**config.mk**
```make
export PLATFORM = sky130hd
export DESIGN_NAME = colmap_front
export DESIGN_NICKNAME = d
export VERILOG_FILES = /design/src/sv/colmap_pkg.sv /design/src/sv/colmap_front.sv
export SDC_FILE = /design/constraint.sdc
export NUM_CORES = 1
export LEC_CHECK = 0
export ABC_AREA = 1
export BUFFER_PORTS_ARGS = -buffer_cell sky130_fd_sc_hd__buf_2
export CAP_MARGIN = 20
export CELL_PAD_IN_SITES_DETAIL_PLACEMENT = 0
export CELL_PAD_IN_SITES_GLOBAL_PLACEMENT = 1
export CORE_ASPECT_RATIO = 0.75
export CORE_MARGIN = 5
export CORE_UTILIZATION = 45
export DETAILED_ROUTE_END_ITERATION = 8
export GPL_TIMING_DRIVEN = 0
export PLACE_DENSITY = 0.95
export SLEW_MARGIN = 20
export SYNTH_ARGS = -nofsm -noshare
export SYNTH_HDL_FRONTEND = slang
export SYNTH_SLANG_ARGS = --single-unit
```
**constraint.sdc**
```tcl
create_clock -name vclk -period 9.68
set_clock_uncertainty 0.1 [all_clocks]
set_input_delay 0 -clock vclk [all_inputs]
set_output_delay 0 -clock vclk [all_outputs]
set_load 0.005 [all_outputs]
```
**src/sv/colmap_pkg.sv**
```systemverilog
// shared types and constants of the column occupancy map normalizer
package colmap_pkg;

   localparam int MaxSizeX   = 256;
   localparam int MaxSizeY   = 256;
   localparam int CountMax   = 2047;
   localparam int MapDepth   = MaxSizeX * MaxSizeY;
   localparam int AddrW      = $clog2(MapDepth);
   localparam int CountW     = $clog2(CountMax + 1);
   localparam int SizeW      = 9;
   localparam int CoordW     = 8;
   localparam int PixW       = 8;
   localparam int NumW       = CountW + PixW;
   localparam int QueueDepth = 2;
   localparam int QPtrW      = $clog2(QueueDepth);
   localparam int QCntW      = $clog2(QueueDepth + 1);

   typedef enum logic [1:0] {
      OP_CLEAR = 2'd0,
      OP_ADD   = 2'd1,
      OP_FIN   = 2'd2,
      OP_READ  = 2'd3
   } op_type;

   typedef enum logic [0:0] {
      REG_SIZE_X = 1'b0,
      REG_SIZE_Y = 1'b1
   } reg_index_type;

   // effective sizes, already clamped to 1..max
   typedef struct packed {
      logic [SizeW-1:0] size_x;
      logic [SizeW-1:0] size_y;
   } cfg_type;

   typedef struct packed {
      op_type           op;
      logic [AddrW-1:0] idx;
   } cmd_type;

   typedef struct packed {
      logic    valid;
      logic    pop;
      cmd_type cmd;
   } q_if_type;

endpackage

```
**src/sv/colmap_front.sv**
```systemverilog
// front end: checks coordinates, forms the linear index, filters no-op items
module colmap_front (
   input  logic                            clock,
   input  logic                            reset,
   input  colmap_pkg::cfg_type             cfg,
   input  logic                            req_valid,
   output logic                            req_ready,
   input  logic [1:0]                      req_type,
   input  logic [colmap_pkg::CoordW-1:0]   req_col_x,
   input  logic [colmap_pkg::CoordW-1:0]   req_col_y,
   input  logic                            req_occupied,
   input  logic                            q_full,
   output logic                            q_push,
   output colmap_pkg::cmd_type             q_cmd
);
   logic                              in_range;
   logic                              keep;
   logic [2*colmap_pkg::SizeW-1:0]    lin;
   colmap_pkg::op_type                op;

   assign op       = colmap_pkg::op_type'(req_type);
   assign req_ready = !q_full;
   assign in_range = ({1'b0, req_col_x} < cfg.size_x) && ({1'b0, req_col_y} < cfg.size_y);
   assign lin      = {{(colmap_pkg::SizeW+1){1'b0}}, req_col_x}
                   + ({{(colmap_pkg::SizeW+1){1'b0}}, req_col_y} * {9'd0, cfg.size_x});

   always_comb begin
      case (op)
         colmap_pkg::OP_CLEAR: keep = 1'b1;
         colmap_pkg::OP_FIN:   keep = 1'b1;
         colmap_pkg::OP_ADD:   keep = in_range && req_occupied;
         colmap_pkg::OP_READ:  keep = in_range;
         default:              keep = 1'b0;
      endcase
   end

   assign q_push    = req_valid && req_ready && keep;
   assign q_cmd.op  = op;
   assign q_cmd.idx = lin[colmap_pkg::AddrW-1:0];

   // clock and reset only feed the checks below
`ifndef ASSERT_OFF
   a_push_ready: assert property (@(posedge clock) disable iff (reset)
      q_push |-> !q_full) else $error("push into full queue");
   a_drop_range: assert property (@(posedge clock) disable iff (reset)
      (req_valid && op == colmap_pkg::OP_READ && !in_range) |-> !q_push)
      else $error("out of range read queued");
   a_drop_empty: assert property (@(posedge clock) disable iff (reset)
      (req_valid && op == colmap_pkg::OP_ADD && !req_occupied) |-> !q_push)
      else $error("empty add queued");
`endif
endmodule

```
==> metrics.md <==
| Metric | Value |
|---|---|
| First-pass GRT wire length | `12100 µm` |
| Die area | `approximately 8800 µm²` |
| First-pass DRT Iterations | `4` |
| Starting Density | `between 40% and 50%` |
| Hold Vio Cnt, Final | `0` |
| Core ar. | `6800 µm²` |
| Area of the multi-input gates | `2470 µm²` |
| Post-DP Area | `3490 µm²` |
| Finished Layout Cells | `around 590` |
| GP Congestion | `about 0.82` |
| Power density over the cells | `around 180 nW/µm²` |
| Mapped Area | `3140 µm²` |
| IO buf count | `50` |
| Sequential cell area fraction in the yosys report | `0%` |
| Initial antenna violation count | `0` |
| Total vias in the final route | `2815` |
| Grt ovf | `0` |
| Crit path arrival time | `between 3 and 4 ns` |
| Clock buf count | `0` |
| Number of max-cap violations | `0` |
| Hold Path Class | `input port to primary output` |
| Share of cells above drive strength 1 | `13.0%` |
| PnR Total Power | `between 600 and 700 µW` |
| LEAKAGE | `2.37 nW` |
| Worst Setup Slack, final | `5.63 ns` |
| Register area | `0 µm²` |
| Fillers | `~690` |
| Die height | `about 80 µm` |
| RSZ-0062 raised after global routing | `false` |
| # rows | `26` |
| Critical path class | `input port to primary output` |
| Detail Placement HPWL | `~6000 µm` |
| Fmax | `approximately 250 MHz` |
| Synthesized Nets | `approximately 600` |
| Most frequent cells in the layout | `inv_1, nand2_1, buf_2` |
| Setup TNS | `0 ns` |
| I/O Pins | `61` |
| Status | `finished clean` |
| Routed Antenna Nets | `0` |
| Largest net degree at the start of global routing | `11` |
| Commonest non-fill, non-tap cell in the layout | `inv_1` |
| Area growth, synth to finish | `11.3%` |
| FF+latch count | `0` |
| DRC viols | `0` |
| Syn_area_per_cell | `~6.9 µm²` |
| Pins over their slew limit | `0` |
| Post-layout net count | `650` |
| Hold WS | `~0.13 ns` |
| Post-place setup slack | `~5.6 ns` |
| Hold Crit Start | `q_full` |
| Routed WL | `between 6000 and 7000 µm` |
| Hold-fix buffers, CTS | `0` |
| Critical path required time | `approximately 9.6 ns` |
| Cell variety after synth | `31` |
| Starting DRT DRC Count | `108` |
| Hold EP | `req_ready` |
| Vias in the first global route | `about 3000` |
| Worst vdd ir | `0.106 mV` |
| Relative slew slack | `67.9%` |
| Slew @ Worst Pin | `between 0.4 and 0.5 ns` |
| Tcrit/Tclk final | `a little over two fifths` |
| Post-CTS Setup Repair Bufs | `0` |
| # setup viols final | `0` |
| Crit end category | `primary output` |
| Cell count after synthesis | `roughly 460` |
| Number of diodes | `0` |
| Post-cts sizing count | `0` |
| Drt wl/cell | `approximately 11 µm` |
| Final instance area | `3490 µm²` |
| Crit path max fanout | `9` |
| Tmin final | `4.05 ns` |
| Layout Utilization | `a little over 50%` |
| Placed cells | `between 500 and 600` |
| Vias per std cell | `4.76` |
| Die width | `106 µm` |
| Hold-critical path depth | `3` |
| GRT Resource Usage Total | `~16%` |
| Setup crit start kind | `input port` |
| Yosys warns | `0` |
[worst max path at each step]
stage	startpoint	end	slack, ns	cells after the start
after floorplan	req_col_y[6]	q_cmd[13]	6.17	15
after global placement	req_col_y[5]	q_cmd[13]	5.67	17
after detailed placement	req_col_y[6]	q_cmd[15]	5.63	18
after CTS	req_col_y[6]	q_cmd[15]	5.63	18
after global routing	req_col_y[3]	q_cmd[13]	5.32	17
final	req_col_y[6]	q_cmd[15]	5.63	18
[cell families (layout without fill, tap and decap cells)]
group / count (synthesis) / in the layout / share of synthesized area, %
buffers and inverters: 172 / 222 / 21.2
and+or+nand+nor: 156 / 156 / 20.9
xor gates and xnor gates: 10 / 10 / 2.79
adders and majority gates: 99 / 99 / 51.2
AOI/OAI and AO/OA: 21 / 21 / 3.95
[layer usage]
layer,up-vias,share of wire [%],GRT usage (%)
li1,1408,-,-
met1,1337,43,20.5
met2,70,51,33.1
met3,0,5.6,0.855
met4,0,0,0.128
met5,-,0,0
[worst max-delay path, stage by stage]
cell and delay (ns):
buf_2 0.09, clkbuf_1 0.34, nand2_1 0.11, inv_1 0.09
fa_1 0.44, fa_1 0.52, fa_1 0.54, inv_1 0.06
fa_1 0.54, inv_1 0.04, ha_1 0.40, nand2_2 0.10
o21ai_2 0.16, nand2_1 0.10, and2_1 0.17, nand3_1 0.07
nand2_1 0.05, buf_2 0.12
[layout make-up]
type / instances / share of cell area (%)
Multi-Input combinational cell: 286 / 70.8
Inverter: 153 / 16.4
Timing Repair Buffer: 50 / 7.16
Tap cell: 84 / 3.01
Buffer: 19 / 2.58
[where the power goes]
part           internal (mW)  switching, mW  leakage, nW
clock                      0              0            0
combinational          0.271          0.364         2.37
sequential                 0              0            0
[cell usage after synthesis (all sizes together)]
library cell  instances  area [µm²]
a21o                  1        7.51
a21oi                13        68.8
a31oi                 2        12.5
and2                  1        6.26
and3                  1        6.26
buf                   6        41.3
clkbuf               13        48.8
fa                   49         981
ha                   50         626
inv                 153         574
nand2               119         454
nand2b                1        6.26
nand3                17        95.1
nand3b                1        7.51
nand4                 1        6.26
nor2                 11        41.3
nor3                  3        26.3
nor3b                 1        7.51
o21ai                 4        27.5
o21bai                1        7.51
xnor2                 6        52.6
xor2                  4        35.0
No activity file was read; power rests on OpenSTA's default activity.
