===== src/sv/colmap_pkg.sv =====
// shared types and constants of the column occupancy map normalizer
package colmap_pkg;

   localparam int MaxSizeX   = 256;
   localparam int MaxSizeY   = 256;
   localparam int CountMax   = 2047;
   localparam int MapDepth   = MaxSizeX * MaxSizeY;
   localparam int AddrW      = $clog2(MapDepth);
   localparam int CountW     = $clog2(CountMax + 1);
   localparam int SizeW      = 9;
   localparam int CoordW     = 8;
   localparam int PixW       = 8;
   localparam int NumW       = CountW + PixW;
   localparam int QueueDepth = 2;
   localparam int QPtrW      = $clog2(QueueDepth);
   localparam int QCntW      = $clog2(QueueDepth + 1);

   typedef enum logic [1:0] {
      OP_CLEAR = 2'd0,
      OP_ADD   = 2'd1,
      OP_FIN   = 2'd2,
      OP_READ  = 2'd3
   } op_type;

   typedef enum logic [0:0] {
      REG_SIZE_X = 1'b0,
      REG_SIZE_Y = 1'b1
   } reg_index_type;

   // effective sizes, already clamped to 1..max
   typedef struct packed {
      logic [SizeW-1:0] size_x;
      logic [SizeW-1:0] size_y;
   } cfg_type;

   typedef struct packed {
      op_type           op;
      logic [AddrW-1:0] idx;
   } cmd_type;

   typedef struct packed {
      logic    valid;
      logic    pop;
      cmd_type cmd;
   } q_if_type;

endpackage


===== src/sv/colmap_queue.sv =====
// two-entry command queue between front and back
module colmap_queue (
   input  logic                  clock,
   input  logic                  reset,
   input  logic                  push,
   input  colmap_pkg::cmd_type   push_cmd,
   output logic                  full,
   output colmap_pkg::q_if_type  q_out,
   input  logic                  pop
);
   colmap_pkg::cmd_type                   ent_ff [colmap_pkg::QueueDepth];
   logic [colmap_pkg::QPtrW-1:0]          wr_ff, wr_in, rd_ff, rd_in;
   logic [colmap_pkg::QCntW-1:0]          cnt_ff, cnt_in;

   assign full        = cnt_ff == colmap_pkg::QCntW'(colmap_pkg::QueueDepth);
   assign q_out.valid = cnt_ff != '0;
   assign q_out.pop   = pop;
   assign q_out.cmd   = ent_ff[rd_ff];

   always_comb begin
      wr_in  = push ? wr_ff + 1'b1 : wr_ff;
      rd_in  = pop ? rd_ff + 1'b1 : rd_ff;
      cnt_in = cnt_ff + colmap_pkg::QCntW'(push) - colmap_pkg::QCntW'(pop);
   end

   always_ff @(posedge clock) begin
      if (reset) begin
         wr_ff  <= '0;
         rd_ff  <= '0;
         cnt_ff <= '0;
      end else begin
         wr_ff  <= wr_in;
         rd_ff  <= rd_in;
         cnt_ff <= cnt_in;
      end
      if (push) ent_ff[wr_ff] <= push_cmd;
   end

`ifndef ASSERT_OFF
   a_pop_valid: assert property (@(posedge clock) disable iff (reset)
      pop |-> q_out.valid) else $error("pop from empty queue");
   a_cnt_max: assert property (@(posedge clock) disable iff (reset)
      cnt_ff <= colmap_pkg::QCntW'(colmap_pkg::QueueDepth)) else $error("queue overflow");
   a_cnt_step: assert property (@(posedge clock) disable iff (reset)
      (push && !pop) |=> cnt_ff == $past(cnt_ff) + 1'b1) else $error("queue count slip");
`endif
endmodule


===== config.mk =====
export PLATFORM = sky130hd
export DESIGN_NAME = colmap_queue
export DESIGN_NICKNAME = d
export VERILOG_FILES = /design/src/sv/colmap_pkg.sv /design/src/sv/colmap_queue.sv
export SDC_FILE = /design/constraint.sdc
export NUM_CORES = 1
export LEC_CHECK = 0
export BUFFER_PORTS_ARGS = -buffer_cell sky130_fd_sc_hd__buf_2
export CAP_MARGIN = 20
export CORE_ASPECT_RATIO = 1.5
export CORE_MARGIN = 1.5
export CORE_UTILIZATION = 25
export DETAILED_ROUTE_END_ITERATION = 6
export SYNTH_ARGS = -nofsm -noshare
export SYNTH_HDL_FRONTEND = slang
export SYNTH_SLANG_ARGS = --single-unit
export TNS_END_PERCENT = 50

===== constraint.sdc =====
create_clock -name clock -period 3.25 [get_ports clock]
set_input_delay 0.325 -clock clock [delete_from_list [all_inputs] [get_ports clock]]
set_output_delay 0.325 -clock clock [all_outputs]
set_load 0.03 [all_outputs]

==> impl_results.md, run 1 <==
* Status: complete, no violations
* Hold Path Class: input port to register
* GRT Resource Usage Total at 0.0864
* RSZ-0062 raised after global routing: false
* Die H at 100 um
* Wirelength per Cell at 12.8 um
* Syn Area/Cell at 20.2 um2
* Count leader, synth: edfxtp_1
* P&R area growth vs syn at 22.4%
* Fin. Hold Viols at 0
* Fmax at 566 MHz
* I/O pin count at 43
* R2R Setup Slk at 1830 ps
* Mapped Nets at 102
* Synth area leader: edfxtp_1
* Post-route insts no fill at 200
* P per Cell Area at 590 mW/mm2
* Yosys top cell area share at 0.685
* Hold Path Depth at 1
* Core Region at 0.00613 mm2
* Worst r2r dst: ent_ff[0][6]
* Post-CTS Setup Inserts at 0
* DRC marker count from the first detailed-route iteration at 14
* Initial antenna violation count at 0
* Final period util at 0.543
* Die area at 0.00681 mm2
* Post-Syn Instances at 78
* List of most frequent post-synthesis cells: edfxtp_1 (36), mux2_4 (10), mux2_2 (8)
* Antenna Cells at 0
* Clk_skew at 2.93 ps
* Worst setup SP type: register
* Maximum vdd drop at 0.000312 V
* Ys flop type: edfxtp_1
* Placement Setup Slack at 1640 ps
* Yosys cell types at 15
* CP Class: register to output pin
* Row count at 35
* Initial core utilization at 0.258
* Largest net degree at the start of global routing at 19
* Reg2Reg Launch Point: wr_ff
* Least-Margin Pin Slew at 887 ps
* Post-route antenna net violation count at 0
* Nets at 149
* Worst path required time at 2920 ps
* Drt first pass iters at 3
* Register bit total from synthesis at 41
* # fillers at 635
* Post-CTS sizing at 0
* Gp weighted congestion at 0.623
* Hold path start: push_cmd[7]
* CP arrival at 1440 ps
* Yosys warnings at 0
* Hold_buf cts at 0
* Cell Area, Synth at 0.00158 mm2
* H-Tree Depth at 2
* Post-synth EDFFs at 36
* Worst r2r path cells at 1
* Final setup violation count at 0
* Clk_lat worst skew at 280 ps
* Placed cell count at 192
* Setup TNS at 0 ps
* Clock buffer count from CTS at 5
* Clock slew at reported path FFs at 70 ps
* Die width at 67.9 um
* Final hold slack at 234 ps
* Routed WL at 2570 um
* Async set-or-reset flop fraction in the synthesized netlist at 0
* Slew margin rel. at 0.406
* Lkg Pwr at 0.000758 uW
* Share of layout cells above drive strength 1 at 0.540
* Max FO, Critical Path at 18
* Max Cap Viol at 0
* I/O Buffers at 42
* Register area share after synthesis at 0.748
* Clk sinks at 41
* Synth area leaders: edfxtp_1 (68%), mux2_4 (9.5%), dfxtp_1 (6.3%)
* Post-route minimum period at 1770 ps
* Global-route wire length before repair at 4170 um
* Hold EP: ent_ff[0][7]
* Root Buffer Master: clkbuf_8
* Crit. End Element: output pin
* Drt via density at 3.89
* Via count at 778
* Final Slew Violations at 0
* Vias in the first global route at 887
* # DRC at 0
* CTS tree: built
* Final WS setup at 1480 ps
* Total grt overflow at 0
* Clock buffer depth at 2
[per-layer routing]
layer / wire (um) / up-vias / share of wire / GRT usage
met4: 54 / 0 / 0.021 / 0.0415
met1: 844 / 361 / 0.33 / 0.0823
met5: 0 / - / 0 / 0
met3: 218 / 6 / 0.085 / 0.0348
met2: 1450 / 32 / 0.56 / 0.155
li1: - / 379 / - / -
[cell type report]
cell class              instances  area, um2  share of cell area
inverters                       2       7.51             0.00388
well taps                      74       92.6              0.0479
repair buffers                 43        218               0.113
clock buffers                   8       80.1              0.0414
multi-input cells              32        354               0.183
flip-flops and latches         41       1180               0.611
[critical path: stages (launching register included)]
cell	delay, ps
dfxtp_1	310
buf_4	290
mux2_2	380
buf_2	180
[logic make-up (layout without fill, tap and decap cells)]
family	after synthesis	in the layout	synth area share
DFF	41	41	0.748
muxes	18	18	0.152
xor gates and xnor gates	3	3	0.0254
adders and majority gates	2	2	0.0158
and+or+nand+nor	9	9	0.0293
buffers and inverters	5	53	0.0293
[registers in the layout, indices dropped and copies added (netlist names), named ones only]
signal / flops
ent_ff: 36
wr_ff: 1
cnt_ff: 2
rd_ff: 1
[through the flow]
step | util | cell area [um2] | power, uW
after global routing | 0.315 | 1930 | 1200
after detailed placement | 0.302 | 1850 | 859
after CTS | 0.315 | 1930 | 1160
final | 0.315 | 1930 | 1140
after global placement | 0.302 | 1850 | 847
after floorplan | - | 1580 | 798
[how the worst max path moves through the flow]
stage / cells past startpoint / slack (ps) / endpoint
detailed placement: 2 / 1640 / ent_ff[0][10]
global route: 3 / 1410 / q_out[7]
global placement: 2 / 1710 / ent_ff[0][5]
CTS: 3 / 1470 / q_out[7]
finish: 3 / 1480 / q_out[9]
floorplan: 1 / 1680 / ent_ff[0][0]
[cell usage in the layout (no fill, tap or decap), types with 2 or more instances in the layout]
cell type	n
buf_2	42
edfxtp_1	36
mux2_4	10
nor2b_1	2
clkbuf_8	5
dfxtp_1	5
inv_1	2
xnor2_1	2
mux2_2	8
ha_1	2
clkbuf_1	3
nor2_1	4
[report_power, final]
part           switching (uW)  internal, uW  total (uW)  leakage, uW
sequential               12.7           614         627     0.000380
combinational             128          87.7         216     0.000339
clock                     146           152         298    0.0000395
No activity file was read; power rests on OpenSTA's default activity.
==> inputs of run 2 (changes only) <==
--- a/config.mk
+++ b/config.mk
@@ -5,6 +5,7 @@
 export SDC_FILE = /design/constraint.sdc
 export NUM_CORES = 1
 export LEC_CHECK = 0
+export ABC_AREA = 1
 export BUFFER_PORTS_ARGS = -buffer_cell sky130_fd_sc_hd__buf_2
 export CAP_MARGIN = 20
 export CORE_ASPECT_RATIO = 1.5
==> constraint.sdc (replaced) <==
create_clock -name clock -period 1.5 [get_ports clock]
set_input_delay 0.15 -clock clock [delete_from_list [all_inputs] [get_ports clock]]
set_output_delay 0.15 -clock clock [all_outputs]
set_load 0.03 [all_outputs]
==> run 2 against run 1 <==
Cell area up 6.9%. First-iteration DRC count unchanged. Combinational power up 120%. Via count up 9.4%. Utilization up 2.2 points. Synthesized area up 0.32%. Global-route usage down 0.60 points. Highest routed layer unchanged.
==> impl_results.md, run 2 <==
* Synth Area in Compound Gates at 0.00316 (+0.00316)
* Clk_lat worst skew at 290 ps (about the same)
* Main combinational cell family by area after synthesis: multiplexers
* Synth area leaders: edfxtp_1 (68%), mux2_4 (9.5%), dfxtp_1 (6.3%)
* Fin. Hold Viols at 0 (unchanged)
* Busiest grt layer: met2
* Crit. End Element: output pin
* Sw Share at 0.255 (+0.00374)
* Commonest non-fill, non-tap cells in the layout: edfxtp_1 (36), buf_2 (32), mux2_4 (10)
* Hold_buf cts at 0 (unchanged)
* Post-Syn Instances at 88 (+13%)
* DRC marker count from the first detailed-route iteration at 14 (unchanged)
* I/O pin count at 43 (unchanged)
* Slew margin rel. at 0.870 (+0.463)
* Post-route insts no fill at 215 (+7.5%)
* Die H at 100 um (+0.15%)
* Top flop regs: ent_ff: 36 flops, cnt_ff: 2 flops
* Initial core utilization at 0.258 (+0.000816)
* H-Tree Depth at 2 (unchanged)
* Worst setup SP type: register
* Yosys cell types at 15 (unchanged)
* Total power at 2480 uW (+120%)
* Post-route antenna net violation count at 0 (unchanged)
* Cell Area, Synth at 0.00158 mm2 (+0.32%)
* Share of layout cells above drive strength 1 at 0.539 (-0.000675)
* Reg2Reg Launch Point: cnt_ff[0]
* Count leader, synth: edfxtp_1
* Antenna Cells at 0 (unchanged)
* CTS tree: built
* Ys flop type: edfxtp_1
* Register area share after synthesis at 0.746 (-0.00236)
* Worst path required time at 1350 ps (-1570 ps)
* RSZ-0062 raised after global routing: true
* Clk_skew at 4.75 ps (+1.82 ps)
* P per Cell Area at 1200 mW/mm2 (+100%)
* # DRC at 0 (unchanged)
* I/O Buffers at 42 (unchanged)
* Hold Path Class: input port to register
* Mapped Nets at 112 (+9.8%)
* Met3 Use GR at 0.0369 (+0.00212)
* Clk sinks at 41 (unchanged)
* Syn Area/Cell at 18.0 um2 (-11%)
* Net Switching at 633 uW (+120%)
* Row count at 35 (unchanged)
* Comb pwr share at 0.190 (about the same)
* Global-route wire length before repair at 3850 um (-7.6%)
* CP Class: register to output pin
* Hold path start: push_cmd[13]
* Gp weighted congestion at 0.691 (+11%)
* Seq pwr share at 0.540 (-0.009)
* XOR/XNOR share of the synthesized area at 0.00553 (-0.0198)
* Core Region at 0.00613 mm2 (unchanged)
* Vias in the first global route at 854 (-3.7%)
* Finished layout cell area at 0.00207 mm2 (+6.9%)
* Yosys warnings at 0 (unchanged)
* Max Cap Viol at 0 (unchanged)
* Biggest register: ent_ff
* Dpl cell area at 0.00190 mm2 (+2.6%)
* Post-Synth Simple-Gate Area at 0.0348 (+0.00544)
* Yosys top cell area share at 0.682 (-0.00216)
* Routed WL at 2500 um (-2.6%)
* Final hold slack at 47.3 ps (-186 ps)
* Clock power frac at 0.270 (+0.009)
* Lkg Pwr at 0.000842 uW (+11%)
* Adder-Cell Fraction of Synth Area at 0.0158 (-0.0000501)
* Largest net degree at the start of global routing at 14 (-5)
* Post-CTS Setup Inserts at 0 (unchanged)
* Final Slew Violations at 0 (unchanged)
* CP arrival at 1320 ps (-120 ps)
* List of most frequent post-synthesis cells: edfxtp_1 (36), mux2_4 (10), inv_1 (8), mux2_2 (8), nor2_1 (7)
* Int Power at 1840 uW (+120%)
* Placed cell count at 206 (+7.3%)
* Post-route minimum period at 1470 ps
* Clock slew at reported path FFs at 70 ps (about the same)
* Via count at 851 (+9.4%)
* Final setup violation count at 0 (unchanged)
* Max FO, Critical Path at 9 (-9)
* Wirelength per Cell at 11.6 um (-9.4%)
* Drt first pass iters at 3 (unchanged)
* Root Buffer Master: clkbuf_8
* Post-synth EDFFs at 36 (unchanged)
* Final period util at 0.980
* P&R area growth vs syn at 30.4%
* Maximum vdd drop at 0.000586 V (+88%)
* Met1 Usage GRT at 0.0787 (-0.00358)
* Nets at 164 (+10%)
* Multiplexer share of the synthesized area at 0.152 (-0.000481)
* Max reg flops at 36 (unchanged)
* Grt met2 use at 0.135 (-0.0202)
* Setup TNS at 0 ps (unchanged)
* Most common cell after layout, fill and taps aside: edfxtp_1
* Die width at 68.0 um (+0.15%)
* Detail Placement HPWL at 1780 um
* Register bit total from synthesis at 41 (unchanged)
* Clock buffer count from CTS at 5 (unchanged)
* Clock buffer depth at 2 (unchanged)
* Least-Margin Pin Slew at 195 ps (-691 ps)
* Fmax at 680 MHz
* Die area at 0.00683 mm2 (+0.30%)
* Initial antenna violation count at 0 (unchanged)
* Async set-or-reset flop fraction in the synthesized netlist at 0 (unchanged)
* Drt via density at 3.96 (+1.8%)
* Synth area leader: edfxtp_1
* Status: complete, no violations
* GRT Resource Usage Total at 0.0804 (-0.00601)
* Total grt overflow at 0 (unchanged)
[run 2: cell types whose count changed in the layout (fill, tap and decap cells not counted), moves of 2 or more]
cell	before	now
clkinv_2	0	2
nand2_1	0	5
inv_1	2	8
buf_2	42	32
nor2_1	4	6
buf_4	1	8
nor2b_1	2	0
buf_6	0	6
clkbuf_1	3	0
[run 2: routing by layer]
metal / routed length [um] / vias to the layer above
met1: 924 / 395
met5: 0 / -
met3: 202 / 6
met4: 62 / 0
li1: - / 417
met2: 1310 / 33
[run 2: kinds of logic (layout without fill, tap and decap cells)]
logic type      count (synthesis)  after routing
flops                          41             41
mux                            18             18
simple gates                   14             14
buf+inv                        11             64
fa+ha+maj                       2              2
compound gates                  1              1
xor+xnor                        1              1
[run 2: worst max-delay path, stage by stage (launching register included)]
cell	delay, ps
dfxtp_4	390
buf_12	140
mux2_2	330
buf_2	180
[run 2: path summary, 6_finish.rpt]
check | to | slack (ps) | depth (start not counted)
setup reg to reg | cnt_ff[1] | 230 | 8
hold reg to reg | rd_ff | 520 | 2
setup / recovery | q_out[13] | 30 | 3
hold / removal | ent_ff[0][13] | 50 | 1
[run 2: repair_timing]
| action | CTS | global route |
|---|---|---|
| gates cloned | 1 | 0 |
| gates resized for setup | 7 | 18 |
| endpoints found under the setup margin | 8 | 8 |
[run 2: metrics by stage]
step	utilization	setup WS, ps
final	0.337	30.2
after global routing	0.337	-15.5
after CTS	0.331	0.0184
after detailed placement	0.310	223
after global placement	0.310	288
after floorplan	-	7.08
[run 2: final cells by class]
type	count	area (um2)
timing repair buffer	48	335
clock inverter	3	17.5
multi-input combinational	36	337
inverter	8	30.0
clock buffer	5	68.8
fill	620	4070
sequential	41	1180
tap	74	92.6
[run 2: power groups by stage]
stage	Sequential [uW]	Combinational (uW)	Clock, uW
after floorplan	1360	312	0
after global placement	1360	427	0
after detailed placement	1360	434	0
after CTS	1340	455	700
after global routing	1340	503	744
final	1340	470	670
==> inputs of run 3 (changes only) <==
--- a/config.mk
+++ b/config.mk
@@ -5,12 +5,12 @@
 export SDC_FILE = /design/constraint.sdc
 export NUM_CORES = 1
 export LEC_CHECK = 0
-export ABC_AREA = 1
 export BUFFER_PORTS_ARGS = -buffer_cell sky130_fd_sc_hd__buf_2
 export CAP_MARGIN = 20
 export CORE_ASPECT_RATIO = 1.5
 export CORE_MARGIN = 1.5
 export CORE_UTILIZATION = 25
+export CTS_BUF_LIST = sky130_fd_sc_hd__clkbuf_16
 export DETAILED_ROUTE_END_ITERATION = 6
 export SYNTH_ARGS = -nofsm -noshare
 export SYNTH_HDL_FRONTEND = slang
==> run 3 against run 2 <==
Die area fell by 0.30%. Clock power is 73% higher. Utilization increased by 0.80 points. Register-to-register slack improved by 30 ps. Hold slack gained 13 ps. Sequential power about the same. Fmax increased by 0.60%. Critical endpoint unchanged. Non-clock buffer count down 1. Largest cell class unchanged. Critical path depth unchanged.
==> impl_results.md, run 3 (same netlist as run 1, synthesis figures left out) <==
* Drt first pass iters at 2 (-1)
* Post-route antenna net violation count at 0 (unchanged)
* GRT Resource Usage Total at 0.0885 (+0.00803)
* Clock power frac at 0.381 (+0.111)
* Clk_lat worst skew at 270 ps (-20 ps)
* Status: complete, no violations
* Clock buffer depth at 2 (unchanged)
* Hold Path Class: input port to register
* Total power at 3030 uW (+22%)
* Global-route wire length before repair at 4340 um (+13%)
* Max reg flops at 36 (unchanged)
* H-Tree Depth at 2 (unchanged)
* Placed cell count at 195 (-5.3%)
* Vias in the first global route at 922 (+8.0%)
* Footprint of the multi-input gates at 354 um2 (+5.2%)
* Reg2Reg Launch Point: cnt_ff[0]
* I/O Buffers at 42 (unchanged)
* Wirelength per Cell at 13.7 um (+18%)
* Hold Path Depth at 1 (unchanged)
* Post-route minimum period at 1460 ps (-8.80 ps)
* Cell at the slowest stage of the critical path: dfxtp_4
* Post-route insts no fill at 204 (-5.1%)
* Final period util at 0.974 (-0.00587)
* Least-Margin Pin Slew at 265 ps (+69.9 ps)
* Worst setup SP type: register
* Initial core utilization at 0.258 (-0.000816)
* Drt via density at 4.04 (+2.0%)
* Clk_skew at 6.52 ps (+1.78 ps)
* Max Cap Viol at 0 (unchanged)
* Biggest register: ent_ff
* DRC marker count from the first detailed-route iteration at 9 (-5)
* Crit. End Element: output pin
* Seq pwr share at 0.450 (-0.090)
* Final Slew Violations at 0 (unchanged)
* Die area at 0.00681 mm2 (-0.30%)
* P&R area growth vs syn at 33.9%
* Root Buffer Master: clkbuf_16
* P per Cell Area at 1430 mW/mm2 (+20%)
* CP cell instances: buf_12, mux2_2, buf_2
* Setup TNS at 0 ps (unchanged)
* Core Region at 0.00613 mm2 (unchanged)
* Clock buffer count from CTS at 5 (unchanged)
* Die width at 67.9 um (-0.15%)
* Net Switching at 697 uW (+10%)
* I/O pin count at 43 (unchanged)
* Fin. Hold Viols at 0 (unchanged)
* Antenna Cells at 0 (unchanged)
* Hold path start: push_cmd[7]
* Fmax at 684 MHz (+0.60%)
* # DRC at 0 (unchanged)
* Initial antenna violation count at 0 (unchanged)
* Final setup violation count at 0 (unchanged)
* Worst path required time at 1350 ps (about the same)
* Register Area at 0.00118 mm2 (unchanged)
* Die H at 100 um (-0.15%)
* Via count at 824 (-3.2%)
* # fillers at 613 (-1.1%)
* Top flop regs: ent_ff: 36 flops, cnt_ff: 2 flops
* Commonest non-fill, non-tap cells in the layout: buf_2 (39), edfxtp_1 (36), mux2_4 (10), mux2_2 (8), clkbuf_16 (6)
* CP Class: register to output pin
* Int Power at 2330 uW (+27%)
* Max FO, Critical Path at 6 (-3)
* Largest net degree at the start of global routing at 19 (+5)
* Worst r2r path cells at 6 (-2)
* Nets at 153 (-6.7%)
* Row count at 35 (unchanged)
* Clk sinks at 41 (unchanged)
* Most common cell after layout, fill and taps aside: buf_2
* Detail Placement HPWL at 1980 um (+11%)
* Gp weighted congestion at 0.698 (+0.98%)
* Slew margin rel. at 0.823 (-0.0466)
* CP arrival at 1310 ps (about the same)
* CTS tree: built
* Maximum vdd drop at 0.000935 V (+59%)
* Share of layout cells above drive strength 1 at 0.569 (+0.0302)
* RSZ-0062 raised after global routing: true
* Routed WL at 2800 um (+12%)
* Sw Share at 0.230 (-0.0254)
* Clock slew at reported path FFs at 60 ps (about the same)
* Total grt overflow at 0 (unchanged)
* Lkg Pwr at 0.000843 uW (+0.10%)
* Comb pwr share at 0.169 (-0.021)
* Max incr delay on CP at 390 ps (about the same)
-- run 3: changes by cell type in the layout (fill, tap and decap cells not counted), moves of 4 or more --
| cell | change |
|---|---|
| buf_2 | +7 |
| buf_4 | -6 |
| buf_6 | -4 |
| clkbuf_16 | +6 |
| clkbuf_8 | -5 |
| inv_1 | -5 |
| nand2_1 | -5 |
-- run 3: metrics by stage --
step | util | worst slack (ps) | area (um2) | hold WS, ps
finish | 0.345 | 39.0 | 2110 | 60.3
global route | 0.345 | -3.17 | 2110 | 55.3
CTS | 0.337 | 28.9 | 2070 | 54.4
detailed placement | 0.310 | 255 | 1900 | 342
global placement | 0.310 | 283 | 1900 | 341
floorplan | - | 267 | 1580 | 222
-- run 3: final cells by class --
class | count | area share
Clock buffer | 5 | 0.0592
Clock inverter | 3 | 0.0178
Inverter | 2 | 0.00355
Multi-Input combinational cell | 32 | 0.167
Sequential cell | 41 | 0.560
Tap cell | 74 | 0.0438
Timing Repair Buffer | 47 | 0.148
-- run 3: worst paths after layout --
| path | endpoint | slack, ps |
|---|---|---|
| max | q_out[13] | 40 |
| max reg2reg | cnt_ff[1] | 260 |
| min reg2reg | rd_ff | 550 |
| min | ent_ff[0][7] | 60 |
-- run 3: power by group through the flow --
stage | logic [uW] | registers (uW) | clock network [uW]
2_1_floorplan | 356 | 1370 | 0
3_3_place_gp | 485 | 1380 | 0
3_5_place_dp | 499 | 1380 | 0
4_1_cts | 502 | 1360 | 1190
5_1_grt | 548 | 1370 | 1230
6_report | 513 | 1360 | 1160
-- run 3: per-layer routing --
metal | vias to the layer above | routed length [um] | GRT usage
met4 | 0 | 48 | 0.0369
met5 | - | 0 | 0
li1 | 390 | - | -
met2 | 32 | 1540 | 0.160
met1 | 398 | 994 | 0.0895
met3 | 4 | 215 | 0.0303
-- run 3: what timing repair did --
action | 4_1_cts | 5_1_grt
buffers inserted | 0 | 0
hold buffers | 0 | 0
gates cloned | 0 | 1
endpoints found under the setup margin | 4 | 1
gates resized for setup | 2 | 10
-- run 3: worst max-delay path, delay by kind of cell (launching register included) --
family	cells	cell delay, ps
buffers and inverters	2	310
flip-flops	1	390
multiplexers	1	330
